--- src/rtl/bfds_pkg.sv ---
// Shared types and constants for the float depth simulation step unit.
// Depends on nothing; used by bfds_mul, bfds_div and the top level.
`default_nettype none

package bfds_pkg;

   // Fixed-point format of depth, velocity and acceleration
   localparam int FRAC_BITS = 16;
   localparam int VEL_LIMIT = 20 << FRAC_BITS;

   // Serial multiplier: multiplicand and multiplier widths, product width
   localparam int MUL_A_W = 30;
   localparam int MUL_B_W = 26;
   localparam int MUL_P_W = MUL_A_W + MUL_B_W;

   // Serial divider by a constant (one quotient bit per cycle)
   localparam int DIV_W     = 44;
   localparam int DIV_REM_W = 10;
   localparam int DIV_CNT_W = $clog2(DIV_W + 1);
   localparam logic [DIV_REM_W:0]   DIV_K     = 11'd1000;
   localparam logic [DIV_CNT_W-1:0] DIV_STEPS = 6'd44;

   // Result status codes
   localparam logic [1:0] STATUS_LATCHED = 2'd0;
   localparam logic [1:0] STATUS_SKIPPED = 2'd1;
   localparam logic [1:0] STATUS_STEPPED = 2'd2;
   localparam logic [1:0] STATUS_RESET   = 2'd3;

   // Configuration register indexes
   localparam logic [2:0] CSR_NEUTRAL      = 3'd0;
   localparam logic [2:0] CSR_GAIN         = 3'd1;
   localparam logic [2:0] CSR_DRAG         = 3'd2;
   localparam logic [2:0] CSR_POOL         = 3'd3;
   localparam logic [2:0] CSR_MAX_STEP     = 3'd4;
   localparam logic [2:0] CSR_SENSOR_BOT   = 3'd5;
   localparam logic [2:0] CSR_SURF_PRESS   = 3'd6;
   localparam logic [2:0] CSR_WATER_WEIGHT = 3'd7;

   // Configuration reset values
   localparam logic [16:0] RST_NEUTRAL      = 17'd32768;
   localparam logic [19:0] RST_GAIN         = 20'd3277;
   localparam logic [19:0] RST_DRAG         = 20'd65536;
   localparam logic [22:0] RST_POOL         = 23'd327680;
   localparam logic [13:0] RST_MAX_STEP     = 14'd200;
   localparam logic [19:0] RST_SENSOR_BOT   = 20'd19661;
   localparam logic [17:0] RST_SURF_PRESS   = 18'd101325;
   localparam logic [14:0] RST_WATER_WEIGHT = 15'd9781;

   localparam logic [16:0] CMD_ONE   = 17'h10000;
   localparam logic [22:0] DEPTH_MAX = 23'h7FFFFF;
   localparam logic [20:0] PRESS_MAX = 21'h1FFFFF;

   typedef enum logic [9:0] {
      ST_IDLE = 10'b00_0000_0001,
      ST_BUOY = 10'b00_0000_0010,
      ST_VSQ  = 10'b00_0000_0100,
      ST_DRAG = 10'b00_0000_1000,
      ST_ADT  = 10'b00_0001_0000,
      ST_VDIV = 10'b00_0010_0000,
      ST_VDT  = 10'b00_0100_0000,
      ST_ZDIV = 10'b00_1000_0000,
      ST_PRES = 10'b01_0000_0000,
      ST_OUT  = 10'b10_0000_0000
   } state_type;

   typedef struct packed {
      logic               start;
      logic [MUL_A_W-1:0] a;
      logic [MUL_B_W-1:0] b;
   } mul_req_type;

   typedef struct packed {
      logic               done;
      logic [MUL_P_W-1:0] prod;
   } mul_rsp_type;

   typedef struct packed {
      logic             start;
      logic [DIV_W-1:0] n;
   } div_req_type;

   typedef struct packed {
      logic             done;
      logic [DIV_W-1:0] quo;
      logic             rem_nz;
   } div_rsp_type;

endpackage

`default_nettype wire

--- src/rtl/bfds_mul.sv ---
// Bit-serial shift-and-add multiplier for unsigned magnitudes.
// Depends on bfds_pkg for widths and the request/response structs.
`default_nettype none

module bfds_mul (
   input  logic                  clock,
   input  logic                  reset,
   input  bfds_pkg::mul_req_type mul_req,
   output bfds_pkg::mul_rsp_type mul_rsp
);

   logic                           busy_ff, busy_in;
   logic [bfds_pkg::MUL_P_W-1:0]   mcand_ff, mcand_in;
   logic [bfds_pkg::MUL_P_W-1:0]   acc_ff, acc_in;
   logic [bfds_pkg::MUL_B_W-1:0]   mplier_ff, mplier_in;

   always_comb begin
      busy_in   = busy_ff;
      mcand_in  = mcand_ff;
      acc_in    = acc_ff;
      mplier_in = mplier_ff;
      if (mul_req.start) begin
         busy_in   = 1'b1;
         mcand_in  = {{(bfds_pkg::MUL_P_W - bfds_pkg::MUL_A_W){1'b0}}, mul_req.a};
         mplier_in = mul_req.b;
         acc_in    = '0;
      end else if (busy_ff) begin
         if (mplier_ff == '0) begin
            // no multiplier bits left: finish early
            busy_in = 1'b0;
         end else begin
            if (mplier_ff[0]) begin
               acc_in = acc_ff + mcand_ff;
            end
            mcand_in  = {mcand_ff[bfds_pkg::MUL_P_W-2:0], 1'b0};
            mplier_in = {1'b0, mplier_ff[bfds_pkg::MUL_B_W-1:1]};
         end
      end
   end

   always_ff @(posedge clock) begin
      if (reset) begin
         busy_ff <= 1'b0;
      end else begin
         busy_ff <= busy_in;
      end
      mcand_ff  <= mcand_in;
      acc_ff    <= acc_in;
      mplier_ff <= mplier_in;
   end

   assign mul_rsp.done = busy_ff && (mplier_ff == '0);
   assign mul_rsp.prod = acc_ff;

endmodule

`default_nettype wire

--- src/rtl/bfds_div.sv ---
// Bit-serial restoring divider by the constant 1000, one quotient bit a cycle.
// Depends on bfds_pkg for widths and the request/response structs.
`default_nettype none

module bfds_div (
   input  logic                  clock,
   input  logic                  reset,
   input  bfds_pkg::div_req_type div_req,
   output bfds_pkg::div_rsp_type div_rsp
);

   logic                             busy_ff, busy_in;
   logic [bfds_pkg::DIV_CNT_W-1:0]   cnt_ff, cnt_in;
   logic [bfds_pkg::DIV_W-1:0]       num_ff, num_in;
   logic [bfds_pkg::DIV_REM_W-1:0]   rem_ff, rem_in;
   logic [bfds_pkg::DIV_REM_W:0]     trial;
   logic [bfds_pkg::DIV_REM_W:0]     trial_sub;
   logic                             qbit;

   always_comb begin
      trial     = {rem_ff, num_ff[bfds_pkg::DIV_W-1]};
      trial_sub = trial - bfds_pkg::DIV_K;
      qbit      = (trial >= bfds_pkg::DIV_K);

      busy_in = busy_ff;
      cnt_in  = cnt_ff;
      num_in  = num_ff;
      rem_in  = rem_ff;
      if (div_req.start) begin
         busy_in = 1'b1;
         cnt_in  = bfds_pkg::DIV_STEPS;
         num_in  = div_req.n;
         rem_in  = '0;
      end else if (busy_ff) begin
         if (cnt_ff == '0) begin
            busy_in = 1'b0;
         end else begin
            // shift one dividend bit into the remainder, one quotient bit out
            cnt_in = cnt_ff - 1'b1;
            num_in = {num_ff[bfds_pkg::DIV_W-2:0], qbit};
            rem_in = qbit ? trial_sub[bfds_pkg::DIV_REM_W-1:0]
                          : trial[bfds_pkg::DIV_REM_W-1:0];
         end
      end
   end

   always_ff @(posedge clock) begin
      if (reset) begin
         busy_ff <= 1'b0;
         cnt_ff  <= '0;
      end else begin
         busy_ff <= busy_in;
         cnt_ff  <= cnt_in;
      end
      num_ff <= num_in;
      rem_ff <= rem_in;
   end

   assign div_rsp.done   = busy_ff && (cnt_ff == '0);
   assign div_rsp.quo    = num_ff;
   assign div_rsp.rem_nz = (rem_ff != '0);

endmodule

`default_nettype wire

--- src/rtl/buoyancy_float_depth_sim_step_unit.sv ---
// Top level of the float depth simulation: one semi-implicit Euler step per tick.
// Depends on bfds_pkg, bfds_mul (serial multiplier) and bfds_div (serial /1000).
`default_nettype none

// Channel  | Direction | Handshake           | Beat carries
// ---------+-----------+---------------------+-------------------------------------------
// req_     | in        | req_valid/req_ready | type, now_ms, command_u, reset_depth
// rsp_     | out       | rsp_valid/rsp_ready | status, depth, velocity, pressure, flags
// csr_     | in        | csr_valid/csr_ready | register index and write data
//
// Every request finishes with the pressure multiply, be it a time latch, a
// zero-step skip or a reset. An integrating tick runs six serial multiplies
// (each stepping through the multiplier bits up to its top set bit) and two
// serial divisions by 1000.
// Reset (synchronous, active high) clears the state and loads register defaults.
// A waiting result is held in the output register; the next beat is accepted
// meanwhile and the unit stalls only at its final hand-over.

module buoyancy_float_depth_sim_step_unit (
   input  logic               clock,
   input  logic               reset,
   // request channel
   input  logic               req_valid,
   output logic               req_ready,
   input  logic               req_req_type,
   input  logic [31:0]        req_now_ms,
   input  logic [16:0]        req_command_u,
   input  logic signed [23:0] req_reset_depth,
   // result channel
   output logic               rsp_valid,
   input  logic               rsp_ready,
   output logic [1:0]         rsp_step_status,
   output logic [22:0]        rsp_sensor_depth,
   output logic signed [21:0] rsp_sink_velocity,
   output logic [20:0]        rsp_pressure_pa,
   output logic               rsp_at_surface,
   output logic               rsp_at_floor,
   // configuration channel
   input  logic               csr_valid,
   output logic               csr_ready,
   input  logic [2:0]         csr_index,
   input  logic [22:0]        csr_wdata
);

   localparam int PW    = bfds_pkg::MUL_P_W;
   localparam int FB    = bfds_pkg::FRAC_BITS;
   localparam int SHR_W = PW - FB + 2;
   localparam logic [PW:0] ROUND_UP = {{(PW + 1 - FB){1'b0}}, {FB{1'b1}}};
   localparam logic signed [36:0] VEL_HI = 37'(bfds_pkg::VEL_LIMIT);
   localparam logic signed [36:0] VEL_LO = -VEL_HI;

   // Floor of a signed product shifted right by the fraction bits, from its
   // magnitude and sign: a negative value rounds its magnitude up.
   function automatic logic [SHR_W-1:0] floor_shift(input logic [PW-1:0] mag,
                                                    input logic neg);
      logic [PW:0]      up;
      logic [SHR_W-1:0] lo;
      logic [SHR_W-1:0] hi;
      up = {1'b0, mag} + ROUND_UP;
      lo = {2'b00, mag[PW-1:FB]};
      hi = {1'b0, up[PW:FB]};
      floor_shift = neg ? (~hi + 1'b1) : lo;
   endfunction

   // ---------------------------------------------------------------- registers
   bfds_pkg::state_type state_ff, state_in;
   logic               launch_ff, launch_in;
   logic               latched_ff, latched_in;
   logic [31:0]        last_ff, last_in;
   logic [22:0]        depth_ff, depth_in;
   logic signed [21:0] vel_ff, vel_in;
   logic [1:0]         status_ff, status_in;
   logic               surf_ff, surf_in;
   logic               flr_ff, flr_in;
   logic [13:0]        dt_ff, dt_in;
   logic [16:0]        dmag_ff, dmag_in;
   logic               dneg_ff, dneg_in;
   logic signed [21:0] abuoy_ff, abuoy_in;
   logic signed [26:0] adrag1_ff, adrag1_in;
   logic signed [31:0] accel_ff, accel_in;
   logic [20:0]        pres_ff, pres_in;

   logic               rsp_valid_ff, rsp_valid_in;
   logic [1:0]         rsp_status_ff, rsp_status_in;
   logic [22:0]        rsp_depth_ff, rsp_depth_in;
   logic signed [21:0] rsp_vel_ff, rsp_vel_in;
   logic [20:0]        rsp_pres_ff, rsp_pres_in;
   logic               rsp_surf_ff, rsp_surf_in;
   logic               rsp_flr_ff, rsp_flr_in;

   logic [16:0]        neutral_ff, neutral_in;
   logic [19:0]        gain_ff, gain_in;
   logic [19:0]        drag_ff, drag_in;
   logic [22:0]        pool_ff, pool_in;
   logic [13:0]        max_step_ff, max_step_in;
   logic [19:0]        sbot_ff, sbot_in;
   logic [17:0]        surf_p_ff, surf_p_in;
   logic [14:0]        ww_ff, ww_in;

   // ------------------------------------------------------------ arithmetic
   bfds_pkg::mul_req_type mul_req;
   bfds_pkg::mul_rsp_type mul_rsp;
   bfds_pkg::div_req_type div_req;
   bfds_pkg::div_rsp_type div_rsp;

   logic [21:0]        vel_abs;
   logic [26:0]        adrag1_abs;
   logic [31:0]        accel_abs;
   logic [16:0]        u_clamp, nu_clamp;
   logic signed [17:0] cmd_diff;
   logic [17:0]        cmd_diff_abs;
   logic [31:0]        dt_raw;
   logic [13:0]        dt_clamp;
   logic               fs_neg;
   logic [SHR_W-1:0]   fs_val;
   logic signed [31:0] adrag_ext;
   logic [35:0]        dv_mag;
   logic signed [36:0] dv, vsum;
   logic signed [21:0] vel_sat;
   logic [26:0]        dz_mag;
   logic signed [27:0] dz, z_raw, z_clip, zmax_ext;
   logic signed [23:0] zmax;
   logic signed [21:0] vel_clip;
   logic               surf_hit, flr_hit;
   logic [22:0]        press_sum;

   bfds_mul u_mul (
      .clock   (clock),
      .reset   (reset),
      .mul_req (mul_req),
      .mul_rsp (mul_rsp)
   );

   bfds_div u_div (
      .clock   (clock),
      .reset   (reset),
      .div_req (div_req),
      .div_rsp (div_rsp)
   );

   always_comb begin
      vel_abs    = vel_ff[21] ? -vel_ff : vel_ff;
      adrag1_abs = adrag1_ff[26] ? -adrag1_ff : adrag1_ff;
      accel_abs  = accel_ff[31] ? -accel_ff : accel_ff;

      // commands above full stroke count as full stroke
      u_clamp      = (req_command_u > bfds_pkg::CMD_ONE) ? bfds_pkg::CMD_ONE : req_command_u;
      nu_clamp     = (neutral_ff > bfds_pkg::CMD_ONE) ? bfds_pkg::CMD_ONE : neutral_ff;
      cmd_diff     = $signed({1'b0, u_clamp}) - $signed({1'b0, nu_clamp});
      cmd_diff_abs = cmd_diff[17] ? -cmd_diff : cmd_diff;

      dt_raw   = req_now_ms - last_ff;
      dt_clamp = (dt_raw > {18'b0, max_step_ff}) ? max_step_ff : dt_raw[13:0];

      // floor shift of the product that has just finished
      case (state_ff)
         bfds_pkg::ST_VSQ:  fs_neg = vel_ff[21];
         bfds_pkg::ST_DRAG: fs_neg = adrag1_ff[26];
         default:           fs_neg = dneg_ff;
      endcase
      fs_val    = floor_shift(mul_rsp.prod, fs_neg);
      adrag_ext = {fs_val[30], fs_val[30:0]};

      // velocity update: floor(a*dt/1000), then saturate; only a negative
      // quotient with a remainder rounds its magnitude up
      dv_mag = {1'b0, div_rsp.quo[34:0]} + {35'b0, div_rsp.rem_nz & accel_ff[31]};
      dv     = accel_ff[31] ? -$signed({1'b0, dv_mag}) : $signed({1'b0, dv_mag});
      vsum   = $signed({{15{vel_ff[21]}}, vel_ff}) + dv;
      if (vsum > VEL_HI) begin
         vel_sat = VEL_HI[21:0];
      end else if (vsum < VEL_LO) begin
         vel_sat = VEL_LO[21:0];
      end else begin
         vel_sat = vsum[21:0];
      end

      // depth update: floor(v*dt/1000), then surface, floor and range clamps
      dz_mag   = {1'b0, div_rsp.quo[25:0]} + {26'b0, div_rsp.rem_nz & vel_ff[21]};
      dz       = vel_ff[21] ? -$signed({1'b0, dz_mag}) : $signed({1'b0, dz_mag});
      z_raw    = $signed({5'b0, depth_ff}) + dz;
      zmax     = $signed({1'b0, pool_ff}) - $signed({4'b0, sbot_ff});
      zmax_ext = {{4{zmax[23]}}, zmax};
      z_clip   = z_raw;
      vel_clip = vel_ff;
      surf_hit = 1'b0;
      flr_hit  = 1'b0;
      if (z_raw < 0) begin
         z_clip   = '0;
         surf_hit = 1'b1;
         if (vel_ff < 0) begin
            vel_clip = '0;
         end
      end
      if ((zmax > 0) && (z_clip > zmax_ext)) begin
         z_clip  = zmax_ext;
         flr_hit = 1'b1;
         if (vel_clip > 0) begin
            vel_clip = '0;
         end
      end
      if (z_clip > $signed({5'b0, bfds_pkg::DEPTH_MAX})) begin
         z_clip = $signed({5'b0, bfds_pkg::DEPTH_MAX});
      end

      // hydrostatic pressure with saturation
      press_sum = {5'b0, surf_p_ff} + {1'b0, mul_rsp.prod[FB+21:FB]};
   end

   // multiplier operands and divider starts by step
   always_comb begin
      mul_req.start = 1'b0;
      mul_req.a     = '0;
      mul_req.b     = '0;
      div_req.start = 1'b0;
      div_req.n     = mul_rsp.prod[bfds_pkg::DIV_W-1:0];
      unique case (state_ff)
         bfds_pkg::ST_BUOY: begin
            mul_req.start = launch_ff;
            mul_req.a     = {10'b0, gain_ff};
            mul_req.b     = {9'b0, dmag_ff};
         end
         bfds_pkg::ST_VSQ: begin
            mul_req.start = launch_ff;
            mul_req.a     = {9'b0, vel_abs[20:0]};
            mul_req.b     = {5'b0, vel_abs[20:0]};
         end
         bfds_pkg::ST_DRAG: begin
            mul_req.start = launch_ff;
            mul_req.a     = {10'b0, drag_ff};
            mul_req.b     = adrag1_abs[25:0];
         end
         bfds_pkg::ST_ADT: begin
            mul_req.start = launch_ff;
            mul_req.a     = accel_abs[29:0];
            mul_req.b     = {12'b0, dt_ff};
         end
         bfds_pkg::ST_VDT: begin
            mul_req.start = launch_ff;
            mul_req.a     = {9'b0, vel_abs[20:0]};
            mul_req.b     = {12'b0, dt_ff};
         end
         bfds_pkg::ST_PRES: begin
            mul_req.start = launch_ff;
            mul_req.a     = {7'b0, depth_ff};
            mul_req.b     = {11'b0, ww_ff};
         end
         bfds_pkg::ST_VDIV, bfds_pkg::ST_ZDIV: begin
            div_req.start = launch_ff;
         end
         default: begin
         end
      endcase
   end

   // ------------------------------------------------------------ sequencer
   always_comb begin
      state_in     = state_ff;
      launch_in    = 1'b0;
      latched_in   = latched_ff;
      last_in      = last_ff;
      depth_in     = depth_ff;
      vel_in       = vel_ff;
      status_in    = status_ff;
      surf_in      = surf_ff;
      flr_in       = flr_ff;
      dt_in        = dt_ff;
      dmag_in      = dmag_ff;
      dneg_in      = dneg_ff;
      abuoy_in     = abuoy_ff;
      adrag1_in    = adrag1_ff;
      accel_in     = accel_ff;
      pres_in      = pres_ff;

      // drop the result once taken
      rsp_valid_in  = rsp_valid_ff && !rsp_ready;
      rsp_status_in = rsp_status_ff;
      rsp_depth_in  = rsp_depth_ff;
      rsp_vel_in    = rsp_vel_ff;
      rsp_pres_in   = rsp_pres_ff;
      rsp_surf_in   = rsp_surf_ff;
      rsp_flr_in    = rsp_flr_ff;

      unique case (state_ff)
         bfds_pkg::ST_IDLE: begin
            if (req_valid) begin
               surf_in   = 1'b0;
               flr_in    = 1'b0;
               launch_in = 1'b1;
               state_in  = bfds_pkg::ST_PRES;
               if (req_req_type) begin
                  // place the float at rest; negative depth becomes the surface
                  depth_in   = req_reset_depth[23] ? '0 : req_reset_depth[22:0];
                  vel_in     = '0;
                  latched_in = 1'b0;
                  status_in  = bfds_pkg::STATUS_RESET;
               end else if (!latched_ff) begin
                  latched_in = 1'b1;
                  last_in    = req_now_ms;
                  status_in  = bfds_pkg::STATUS_LATCHED;
               end else begin
                  last_in = req_now_ms;
                  if (dt_raw == '0) begin
                     status_in = bfds_pkg::STATUS_SKIPPED;
                  end else begin
                     status_in = bfds_pkg::STATUS_STEPPED;
                     dt_in     = dt_clamp;
                     dmag_in   = cmd_diff_abs[16:0];
                     dneg_in   = cmd_diff[17];
                     state_in  = bfds_pkg::ST_BUOY;
                  end
               end
            end
         end
         bfds_pkg::ST_BUOY: begin
            if (mul_rsp.done) begin
               abuoy_in  = fs_val[21:0];
               launch_in = 1'b1;
               state_in  = bfds_pkg::ST_VSQ;
            end
         end
         bfds_pkg::ST_VSQ: begin
            if (mul_rsp.done) begin
               adrag1_in = fs_val[26:0];
               launch_in = 1'b1;
               state_in  = bfds_pkg::ST_DRAG;
            end
         end
         bfds_pkg::ST_DRAG: begin
            if (mul_rsp.done) begin
               accel_in  = $signed({{10{abuoy_ff[21]}}, abuoy_ff}) - adrag_ext;
               launch_in = 1'b1;
               state_in  = bfds_pkg::ST_ADT;
            end
         end
         bfds_pkg::ST_ADT: begin
            if (mul_rsp.done) begin
               launch_in = 1'b1;
               state_in  = bfds_pkg::ST_VDIV;
            end
         end
         bfds_pkg::ST_VDIV: begin
            if (div_rsp.done) begin
               vel_in    = vel_sat;
               launch_in = 1'b1;
               state_in  = bfds_pkg::ST_VDT;
            end
         end
         bfds_pkg::ST_VDT: begin
            if (mul_rsp.done) begin
               launch_in = 1'b1;
               state_in  = bfds_pkg::ST_ZDIV;
            end
         end
         bfds_pkg::ST_ZDIV: begin
            if (div_rsp.done) begin
               depth_in  = z_clip[22:0];
               vel_in    = vel_clip;
               surf_in   = surf_hit;
               flr_in    = flr_hit;
               launch_in = 1'b1;
               state_in  = bfds_pkg::ST_PRES;
            end
         end
         bfds_pkg::ST_PRES: begin
            if (mul_rsp.done) begin
               pres_in  = (press_sum > {2'b0, bfds_pkg::PRESS_MAX}) ? bfds_pkg::PRESS_MAX
                                                                   : press_sum[20:0];
               state_in = bfds_pkg::ST_OUT;
            end
         end
         bfds_pkg::ST_OUT: begin
            // hold until the output register is free
            if (!rsp_valid_ff || rsp_ready) begin
               rsp_valid_in  = 1'b1;
               rsp_status_in = status_ff;
               rsp_depth_in  = depth_ff;
               rsp_vel_in    = vel_ff;
               rsp_pres_in   = pres_ff;
               rsp_surf_in   = surf_ff;
               rsp_flr_in    = flr_ff;
               state_in      = bfds_pkg::ST_IDLE;
            end
         end
         default: begin
            state_in = bfds_pkg::ST_IDLE;
         end
      endcase
   end

   // ------------------------------------------------------- configuration
   always_comb begin
      neutral_in  = neutral_ff;
      gain_in     = gain_ff;
      drag_in     = drag_ff;
      pool_in     = pool_ff;
      max_step_in = max_step_ff;
      sbot_in     = sbot_ff;
      surf_p_in   = surf_p_ff;
      ww_in       = ww_ff;
      if (csr_valid) begin
         unique case (csr_index)
            bfds_pkg::CSR_NEUTRAL:      neutral_in = csr_wdata[16:0];
            bfds_pkg::CSR_GAIN: begin
               // a zero gain is refused; keep the previous one
               if (csr_wdata[19:0] != '0) begin
                  gain_in = csr_wdata[19:0];
               end
            end
            bfds_pkg::CSR_DRAG:         drag_in     = csr_wdata[19:0];
            bfds_pkg::CSR_POOL:         pool_in     = csr_wdata[22:0];
            bfds_pkg::CSR_MAX_STEP:     max_step_in = csr_wdata[13:0];
            bfds_pkg::CSR_SENSOR_BOT:   sbot_in     = csr_wdata[19:0];
            bfds_pkg::CSR_SURF_PRESS:   surf_p_in   = csr_wdata[17:0];
            bfds_pkg::CSR_WATER_WEIGHT: ww_in       = csr_wdata[14:0];
            default: begin
            end
         endcase
      end
   end

   always_ff @(posedge clock) begin
      if (reset) begin
         state_ff     <= bfds_pkg::ST_IDLE;
         launch_ff    <= 1'b0;
         latched_ff   <= 1'b0;
         last_ff      <= '0;
         depth_ff     <= '0;
         vel_ff       <= '0;
         rsp_valid_ff <= 1'b0;
         neutral_ff   <= bfds_pkg::RST_NEUTRAL;
         gain_ff      <= bfds_pkg::RST_GAIN;
         drag_ff      <= bfds_pkg::RST_DRAG;
         pool_ff      <= bfds_pkg::RST_POOL;
         max_step_ff  <= bfds_pkg::RST_MAX_STEP;
         sbot_ff      <= bfds_pkg::RST_SENSOR_BOT;
         surf_p_ff    <= bfds_pkg::RST_SURF_PRESS;
         ww_ff        <= bfds_pkg::RST_WATER_WEIGHT;
      end else begin
         state_ff     <= state_in;
         launch_ff    <= launch_in;
         latched_ff   <= latched_in;
         last_ff      <= last_in;
         depth_ff     <= depth_in;
         vel_ff       <= vel_in;
         rsp_valid_ff <= rsp_valid_in;
         neutral_ff   <= neutral_in;
         gain_ff      <= gain_in;
         drag_ff      <= drag_in;
         pool_ff      <= pool_in;
         max_step_ff  <= max_step_in;
         sbot_ff      <= sbot_in;
         surf_p_ff    <= surf_p_in;
         ww_ff        <= ww_in;
      end
      status_ff     <= status_in;
      surf_ff       <= surf_in;
      flr_ff        <= flr_in;
      dt_ff         <= dt_in;
      dmag_ff       <= dmag_in;
      dneg_ff       <= dneg_in;
      abuoy_ff      <= abuoy_in;
      adrag1_ff     <= adrag1_in;
      accel_ff      <= accel_in;
      pres_ff       <= pres_in;
      rsp_status_ff <= rsp_status_in;
      rsp_depth_ff  <= rsp_depth_in;
      rsp_vel_ff    <= rsp_vel_in;
      rsp_pres_ff   <= rsp_pres_in;
      rsp_surf_ff   <= rsp_surf_in;
      rsp_flr_ff    <= rsp_flr_in;
   end

   // ------------------------------------------------------------- ports
   assign req_ready         = (state_ff == bfds_pkg::ST_IDLE);
   assign csr_ready         = 1'b1;
   assign rsp_valid         = rsp_valid_ff;
   assign rsp_step_status   = rsp_status_ff;
   assign rsp_sensor_depth  = rsp_depth_ff;
   assign rsp_sink_velocity = rsp_vel_ff;
   assign rsp_pressure_pa   = rsp_pres_ff;
   assign rsp_at_surface    = rsp_surf_ff;
   assign rsp_at_floor      = rsp_flr_ff;

endmodule

`default_nettype wire

--- config.mk ---
export PLATFORM = sky130hd
export DESIGN_NAME = buoyancy_float_depth_sim_step_unit
export DESIGN_NICKNAME = d
export VERILOG_FILES = /design/src/rtl/bfds_pkg.sv /design/src/rtl/bfds_mul.sv /design/src/rtl/bfds_div.sv /design/src/rtl/buoyancy_float_depth_sim_step_unit.sv
export SDC_FILE = /design/constraint.sdc
export NUM_CORES = 2
export LEC_CHECK = 0
export ABC_AREA = 1
export BUFFER_PORTS_ARGS = -buffer_cell sky130_fd_sc_hd__buf_4
export CORE_AREA = 10 10 398 246
export DETAILED_ROUTE_END_ITERATION = 10
export DIE_AREA = 0 0 408 256
export GPL_TIMING_DRIVEN = 0
export PLACE_DENSITY = 0.69
export SYNTH_ARGS = -nofsm -noshare
export SYNTH_HDL_FRONTEND = slang
export SYNTH_SLANG_ARGS = --single-unit
--- constraint.sdc ---
create_clock -name clock -period 7.4 [get_ports clock]
set_clock_uncertainty 0.15 [all_clocks]
set_input_delay 1.85 -clock clock [delete_from_list [all_inputs] [get_ports clock]]
set_output_delay 1.85 -clock clock [all_outputs]
set_load 0.03 [all_outputs]
==> impl_summary.txt <==
----------------------------------------------------
[Route]
  Routed length per placed instance ... 22.54 µm
  Top sig layer ... met4
  M1 WL ... around 80000 µm
  Count of antenna-violating nets left after detailed routing ... 0
  Via Count ... 45291
  Routed wire length on met2 ... between 60000 and 70000 µm
  Drt first pass iters ... 7
  Final routed wirelength across all metal layers ... 176500 µm
  Number of DRC violations after detailed-routing iteration 0 ... 6377
  Via count normalized by instance count ... about 5.8
  Total met3 wirelength after detailed routing ... ~27000 µm
  Total DRC errors in the routed layout ... 0

[Logic synthesis]
  Most used DFF post-synth ... sky130_fd_sc_hd__dfxtp_1
  Warnings, synthesis ... 0
  Cells taking the most area after synthesis ... sky130_fd_sc_hd__edfxtp_1 21%, sky130_fd_sc_hd__dfxtp_1 14%, sky130_fd_sc_hd__nand2_1 11%
  Post-synthesis net count ... 6660
  Asr flop ratio synth ... 0
  Post-synth top area share ... 0.2053
  Post-Synthesis Mean Instance Area ... 7.165 µm²
  Mapped Area ... about 45000 µm²
  Total of flip-flops plus latches after synthesis ... about 630
  Syn Inst Count ... 6269
  Sequential fraction of the synthesis area ... 0.3474
  Count of flip-flops with a built-in enable after synthesis ... 307
  Most area-hungry cell type in the Yosys netlist ... sky130_fd_sc_hd__edfxtp_1
  Number of distinct library cells after synthesis ... roughly 70

[Power and ir drop]
  Pleak ... 22.46 nW
  Cell Pwr Density ... 363.5 nW/µm²
  Power consumption ... roughly 19 mW
  Peak ir drop on the vdd network ... 0.0002625 V

[STA]
  Remaining max-slew budget at the tightest pin ... -0.08958
  Max Transition Viols Final ... 18
  RSZ-0062 raised after global routing ... yes
  Total setup violations reported at the end of the flow ... 0
  Worst-Margin Slew ... roughly 1600 ps
  Timing-limited maximum frequency ... between 0.1 and 0.15 GHz
  Final worst-path cycle share ... 0.9848
  Post-layout minimum cycle time ... roughly 7300 ps
  Worst hold margin ... 264.9 ps
  Hold Vio Cnt, Final ... 0

[Setup path]
  Cell type group with the largest total delay on the critical path ... simple AND/OR/NAND/NOR gates
  Slowest library cell on the worst path ... sky130_fd_sc_hd__dfxtp_4
  Startpoint types ... register
  CP Capture Type ... register
  Worst Path Required ... around 7800 ps
  Worst Setup Path Type ... reg -> reg
  CP Buf/Inv Count ... 8
  Worst-path fanout max ... 10
  Largest incremental delay on the critical path ... 360 ps
  WP data arrival ... about 7700 ps

[Layout]
  Fraction of final layout cells sized beyond drive strength 1 ... 0.08303
  Share of the core filled with cells in the final layout ... 0.5642
  Post-route non-filler standard cell count ... about 7800
  Number of nets at the end of the flow ... between 6000 and 7000
  Most common library cell in the layout ignoring fill and taps ... sky130_fd_sc_hd__nand2_1
  Area Growth Syn to Fin ... 13.94%
  Post-layout instance area ... 51170 µm²
  Commonest cells after routing, fill and taps aside ... 1298 x sky130_fd_sc_hd__nand2_1, 819 x sky130_fd_sc_hd__inv_1, 672 x sky130_fd_sc_hd__nor2_1, 537 x sky130_fd_sc_hd__a21oi_1, 432 x sky130_fd_sc_hd__o21ai_0

[Min path]
  Path category of the worst min-delay check ... reg -> reg

[Clocking]
  Max clock buf depth ... 3
  Clock transition at the registers of the reported paths ... 60 ps
  Clock Sinks ... approximately 630
  Cell at the root of the clock tree ... sky130_fd_sc_hd__clkbuf_16
  Clock tree from TritonCTS ... done
  Clock latency at the later pin of the worst-skew pair ... 690 ps
  Number of buffers added by the clock tree synthesis step ... 66
  CTS H-tree lvls ... 3

[Place]
  Total placed instance area ... around 48000 µm²
  Gp weighted congestion ... slightly above 1
  PortBufs ... between 150 and 200
  Placed Cells ... about 7700
  Detailed-placement wirelength estimate ... 142500 µm

[GRT]
  Antenna violations before repair ... 7
  Total global routing track utilization ... 0.3196
  Total gr overflow ... 0
  Global-route wire length before repair ... 256100 µm
  Vias in the first global route ... approximately 40000
  Pin count of the biggest net entering global routing ... 47

[Run]
  Max-cap violation count ... 2

[Die]
  Number of ports placed on the die boundary ... between 150 and 200
  Initial core utilization ... 0.4951
  Floorplan Core Area ... 90710 µm²
  Die Span X ... 408 µm
  Die span in y ... around 260 µm
  Number of rows in the core area ... 86
  Area enclosed by the die boundary ... 104400 µm²

[Outcome]
  Outcome ... finished with violations
  Violated checks ... capacitance limit, slew limit

----------------------------------------------------
sequential cells by signal, indices dropped and copies added, names as in the netlist, 23 cells and up:
signal	cells
depth_ff	23
pool_ff	23
rsp_sensor_depth	23
u_mul.mplier_ff	26
adrag1_ff	27
last_ff	32
u_div.num_ff	44
u_mul.acc_ff	47
u_mul.mcand_ff	47
accel_ff	31
final timing paths:
check	from	to	slack, ps	depth (start not counted)
setup / recovery	u_div.rem_ff[3]	vel_ff[4]	110	50
hold / removal	pres_ff[8]	rsp_pressure_pa[8]	260	0
setup reg to reg	u_div.rem_ff[3]	vel_ff[4]	110	50
hold reg to reg	pres_ff[8]	rsp_pressure_pa[8]	260	0
kinds of logic (layout without fill, tap and decap cells):
| family | Yosys count | after routing | share of synthesized area |
|---|---|---|---|
| xor+xnor | 362 | 362 | 0.07109 |
| compound gates | 1324 | 1324 | 0.1665 |
| buf+inv | 1030 | 1361 | 0.08758 |
| other cells | 1 | 2 | 0.00008349 |
| simple gates | 2640 | 2640 | 0.2463 |
| flops | 626 | 626 | 0.3474 |
| fa+ha+maj | 286 | 286 | 0.08101 |
what timing repair did:
item | 4_1_cts | 5_1_grt
setup endpoints to repair | 49 | 50
hold buffers | 0 | 0
cloned | 0 | 3
pin swaps | 12 | 44
resized for setup | 54 | 133
hold endpoints to repair | 0 | 0
setup buffers | 16 | 17
routing by layer:
metal | GRT usage | up-vias
li1 | - | 21500
met1 | 0.4890 | 21012
met2 | 0.4030 | 2526
met3 | 0.1315 | 253
met4 | 0.06926 | 0
met5 | 0 | -
layout make-up:
cell class | instances | area [µm²]
fill | 8733 | 39540
multi-input combinational | 4613 | 26040
sequential | 626 | 15610
inverter | 855 | 3234
clock buffer | 93 | 1951
timing repair buffer | 215 | 1728
tap | 1232 | 1541
buffer | 169 | 764.5
clock inverter | 29 | 297.8
antenna | 1 | 2.502
through the flow:
stage	setup WS, ps	setup TNS [ps]
finish	112.8	0
global route	-147.1	-3826
CTS	2.969	0
detailed placement	-2976	-132730
global placement	-3066	-198960
floorplan	173.0	0
worst register-to-register path, delay by kind of cell (launching register included):
family,cells,cell delay (ps)
AND/OR/NAND/NOR,28,3280
adder cells (fa/ha/maj),6,1230
AO/OA/AOI/OAI,7,1120
buffers and inverters,8,790
flip-flops,1,360
XOR/XNOR,1,260
synth_stat cells (all sizes together), types with 6 or more instances:
cell     number
nand4        77
a31oi        53
dfxtp       319
a211oi       43
o22ai         7
clkbuf      141
nand3       296
clkinv       14
a22o          8
nand2      1346
nor2        708
xnor2       100
o31ai        10
a21boi       11
buf          34
xor2        262
a21oi       549
o21a         20
nor4         44
a22oi        21
nor3        101
ha          278
o211ai       50
edfxtp      307
a21o         16
o21ai       447
fa            8
inv         841
nand3b       15
a221oi       13
o221ai        8
a41oi        16
nor3b         6
o2111ai      10
or2          39
o21bai       26
power by group:
part           leakage [nW]  switching, mW  internal [mW]  total (mW)
combinational          16.0           6.86           3.33        10.2
sequential             5.38          0.749           4.13        4.88
clock                  1.10           1.59           1.95        3.54
total                  22.5           9.20           9.40        18.6
(Power assumes the default switching activity.)
